### config.mk
export PLATFORM = sky130hd
export DESIGN_NAME = chmc_turn
export DESIGN_NICKNAME = d
export VERILOG_FILES = /design/src/sv/chmc_pkg.sv /design/src/sv/chmc_turn.sv
export SDC_FILE = /design/constraint.sdc
export NUM_CORES = 2
export LEC_CHECK = 0
export ABC_AREA = 1
export BUFFER_PORTS_ARGS = -buffer_cell sky130_fd_sc_hd__buf_4
export CORE_ASPECT_RATIO = 2
export CORE_MARGIN = 4
export CORE_UTILIZATION = 30
export DETAILED_ROUTE_END_ITERATION = 12
export GPL_TIMING_DRIVEN = 1
export PLACE_DENSITY = 0.5
export SYNTH_ARGS = -nofsm -noshare
export SYNTH_HDL_FRONTEND = slang
export SYNTH_SLANG_ARGS = --single-unit
### constraint.sdc
create_clock -name clk -period 8.2 [get_ports clk]
set_clock_uncertainty 0.15 [all_clocks]
set_input_delay 0 -clock clk [delete_from_list [all_inputs] [get_ports clk]]
set_output_delay 0 -clock clk [all_outputs]
set_load 0.005 [all_outputs]
### src/sv/chmc_pkg.sv
`default_nettype none
// ----------------------------------------------------------------------------
// chmc_pkg: shared constants for the convex hull block
// Default sizes for the point store and the coordinate width.
// ----------------------------------------------------------------------------
package chmc_pkg;
  localparam int unsigned DefMaxPoints = 32;
  localparam int unsigned DefCoordBits = 16;
  localparam int unsigned PortBits     = 16;
endpackage
`default_nettype wire

### src/sv/chmc_turn.sv
`default_nettype none
// ----------------------------------------------------------------------------
// chmc_turn: shared cross product unit
// Computes the sign test of (a-o) x (b-o), one product per phase (ph1_r, then ph2_r).
// ----------------------------------------------------------------------------
module chmc_turn #(
  parameter int unsigned COORD_BITS = chmc_pkg::DefCoordBits
) (
  input  wire logic                         clk,
  input  wire logic                         rst_n,
  input  wire logic                         start,
  input  wire logic signed [COORD_BITS-1:0] ox,
  input  wire logic signed [COORD_BITS-1:0] oy,
  input  wire logic signed [COORD_BITS-1:0] ax,
  input  wire logic signed [COORD_BITS-1:0] ay,
  input  wire logic signed [COORD_BITS-1:0] bx,
  input  wire logic signed [COORD_BITS-1:0] by,
  output logic                              done,
  output logic                              nonpos
);
  localparam int unsigned DB = COORD_BITS + 1;
  localparam int unsigned PB = 2 * DB;

  logic signed [DB-1:0] dax_r, day_r, dbx_r, dby_r;
  logic signed [PB-1:0] p1_r;
  logic                 ph1_r, ph2_r;
  logic signed [PB-1:0] prod;
  logic signed [PB:0]   diff;

  // One multiplier, shared by both products.
  always_comb begin
    if (ph1_r) begin
      prod = dax_r * dby_r;
    end else begin
      prod = day_r * dbx_r;
    end
    diff = {p1_r[PB-1], p1_r} - {prod[PB-1], prod};
  end

  always_ff @(posedge clk) begin
    if (!rst_n) begin
      ph1_r  <= 1'b0;
      ph2_r  <= 1'b0;
      done   <= 1'b0;
      nonpos <= 1'b0;
    end else begin
      ph1_r <= start;
      ph2_r <= ph1_r;
      done  <= ph2_r;
      if (ph2_r) begin
        nonpos <= diff[PB] || (diff == '0);
      end
    end
    if (start) begin
      dax_r <= DB'(ax) - DB'(ox);
      day_r <= DB'(ay) - DB'(oy);
      dbx_r <= DB'(bx) - DB'(ox);
      dby_r <= DB'(by) - DB'(oy);
    end
    if (ph1_r) begin
      p1_r <= prod;
    end
  end

`ifndef SYNTHESIS
  a_done_follows: assert property (@(posedge clk) disable iff (!rst_n)
    ph2_r |=> done) else $error("turn result missing");
  a_no_overlap: assert property (@(posedge clk) disable iff (!rst_n)
    ph1_r |-> !start) else $error("turn unit restarted while busy");
  a_phase: assert property (@(posedge clk) disable iff (!rst_n)
    start |=> ph1_r) else $error("phase not entered");
`endif
endmodule
`default_nettype wire

==> impl_metrics.env <==
export IMPL_grt_max_degree=55
export IMPL_critPathLaunch="dbx_r[5]"
export IMPL_drt_iter0_markers=1037
export IMPL_yosysTopAreaCell="fa_1"
export IMPL_wl_met1_um=32100
export IMPL_viasPerCell=4.50
export IMPL_grt_pass1_wl_um=160000
export IMPL_wl_met3_um=2540
export IMPL_synthTopCellsByArea="fa_1 38%, inv_1 16%, nand2_1 11%"
export IMPL_cts_sink_count=106
export IMPL_fin_tns_setup_ns=0
export IMPL_antenna_found_initial=1
export IMPL_die_area_mm2=0.111
export IMPL_clkTransAtPathRegs_ns=0.10
export IMPL_start_util_pct=30.2
export IMPL_outcome="complete, no violations"
export IMPL_highest_layer="met4"
export IMPL_r2r_cells=41
export IMPL_fp_coreArea_mm2=0.105
export IMPL_io_buffers=100
export IMPL_endpoint_kind="register"
export IMPL_drt_pass1_iterations=5
export IMPL_synthFlopType="edfxtp_1"
export IMPL_synth_seq_area_share_pct=9.91
export IMPL_htree_levels=3
export IMPL_ant_nets=0
export IMPL_worstSetupStartpointType="register"
export IMPL_yosysTopAreaCellShare_pct=37.7
export IMPL_worst_pin_slew_ns=0.824
export IMPL_overflow=0
export IMPL_maxSlewHeadroom_pct=45.0
export IMPL_finalHoldViolCount=0
export IMPL_vias=26100
export IMPL_cts_root_buf="clkbuf_16"
export IMPL_min_from="bx[1]"
export IMPL_min_to="dbx_r[1]"
export IMPL_finalNetCount=5396
export IMPL_grt_pass1_vias=28600
export IMPL_finalWirelength_um=105000
export IMPL_slowest_delay_ns=0.57
export IMPL_hp_class="in -> reg"
export IMPL_cp_common_cell="inv_1"
export IMPL_path_delay_family="adder cells"
export IMPL_yosysWarnings=0
export IMPL_gp_congestion=0.947
export IMPL_crit_type="reg -> reg"
export IMPL_fmax_mhz=129
export IMPL_synth_nets=5077
export IMPL_holdPathStages=4
export IMPL_syn_to_final_growth_pct=19.2
export IMPL_synthTopCellsByCount="1359 x inv_1, 937 x nand2_1, 597 x fa_1"
export IMPL_routed_wl_met2_um=60400
export IMPL_required_ns=8.39
export IMPL_critPathBufInv=13
export IMPL_async_flop_share_pct=0
export IMPL_rr_endpoint="nonpos"
export IMPL_reg2reg_setup_slack_ns=0.47
export IMPL_post_route_util_pct=36.1
export IMPL_io_pins=101
export IMPL_reg2reg_from="dbx_r[5]"
export IMPL_finalInstanceArea_mm2=0.0378
export IMPL_max_cap_violations=0
export IMPL_insertion_delay_ns=0.44
export IMPL_worstPathMaxFanout=7
export IMPL_tritoncts="done"
export IMPL_drive_gt1_share_pct=13.6
export IMPL_clockBufferDepth=2
export IMPL_crit_path_top_delay_cell="fa_1"
export IMPL_syn_area_per_cell_um2=7.71
export IMPL_synth_cell_types=49
export IMPL_syn_area_mm2=0.0317
export IMPL_critPathArrivalTime_ns=7.92
export IMPL_wl_per_cell_um=18.1
export IMPL_fin_crit_ns=7.73
export IMPL_grt_total_usage_pct=19.2
export IMPL_synthCells=4116
export IMPL_drc=0
export IMPL_synth_edf_count=102
export IMPL_placementRows=168
export IMPL_synth_most_common_cell="inv_1"
export IMPL_die_y_um=468
export IMPL_ys_ff_latch=106
export IMPL_final_max_slew_viol_count=0
export IMPL_dp_final_hpwl_um=92200
export IMPL_post_route_period_util_pct=94.3
export IMPL_die_x_um=238
export IMPL_setup_violations=0
export IMPL_post_dp_cell_area_mm2=0.0357
export IMPL_numCtsBuffers=9
[worst reg2reg max path, delay by kind of cell, from the launching register on]
family                     cells  cell delay, ns
adders and majority gates      8            3.65
AOI/OAI and AO/OA              6            0.87
buffers and inverters         13            1.12
DFF                            1            0.52
and+or+nand+nor               14            1.33
[per-stage QoR]
| step | instances | worst slack (ns) | hold WS, ns |
|---|---|---|---|
| 2_1_floorplan | 4116 | 0.789 | -0.0565 |
| 3_3_place_gp | 5668 | -0.109 | 0.0932 |
| 3_5_place_dp | 5668 | -0.0894 | 0.0968 |
| 4_1_cts | 5744 | 0.0643 | 0.00439 |
| 5_1_grt | 5801 | -0.0484 | 0.0235 |
| 6_report | 5803 | 0.468 | 0.0227 |
[cell type report]
class	instances	area [um^2]
Clock inverter	7	78.8
Sequential cell	106	3140
Antenna cell	3	7.51
Multi-Input combinational cell	2505	23600
Clock buffer	9	225
Inverter	1364	5120
Tap cell	1360	1700
Fill cell	11100	67100
Timing Repair Buffer	449	3900
[what timing repair did]
item / 4_1_cts / 5_1_grt
buffers inserted: 0 / 57
endpoints found under the hold margin: 82 / 0
hold buffers: 60 / 0
pin swaps: 0 / 46
endpoints found under the setup margin: 1 / 1
resized for setup: 2 / 145
[registers in the layout, summed over array words and instances (netlist names)]
register,count
p1_r,34
dax_r,17
day_r,17
dbx_r,17
dby_r,17
done,1
nonpos,1
ph1_r,1
ph2_r,1
[how the worst max path moves through the flow]
stage	endpoint	cells after the start	slack, ns
global placement	nonpos	40	-0.11
detailed placement	nonpos	40	-0.09
floorplan	nonpos	43	0.79
CTS	nonpos	40	0.06
finish	nonpos	41	0.47
global route	nonpos	43	-0.05
[cells by family after synthesis]
kind of cell	Yosys count	share of synthesized area, %
buf+inv	1505	17.8
compound gates	297	5.29
flops	106	9.91
xor+xnor	94	2.62
simple gates	1252	16.2
fa+ha+maj	862	48.1
[placed cells by master (no fill, tap or decap), types with 60 or more instances in the layout]
| cell | count |
|---|---|
| a21oi_1 | 124 |
| buf_4 | 356 |
| dlygate4sd3_1 | 60 |
| edfxtp_1 | 102 |
| fa_1 | 586 |
| ha_1 | 234 |
| inv_1 | 1357 |
| nand2_1 | 917 |
| nand3_1 | 71 |
| nor2_1 | 121 |
| o21ai_0 | 67 |
| xor2_1 | 60 |
[routing by layer]
metal	GRT usage, %	vias up
met5	0	-
met4	14.5	0
met3	1.50	306
met2	39.2	569
met1	16.8	12900
li1	-	12400
Power is not shown: default switching activity piles up to over one toggle a cycle in this logic, so the estimate is an artifact.
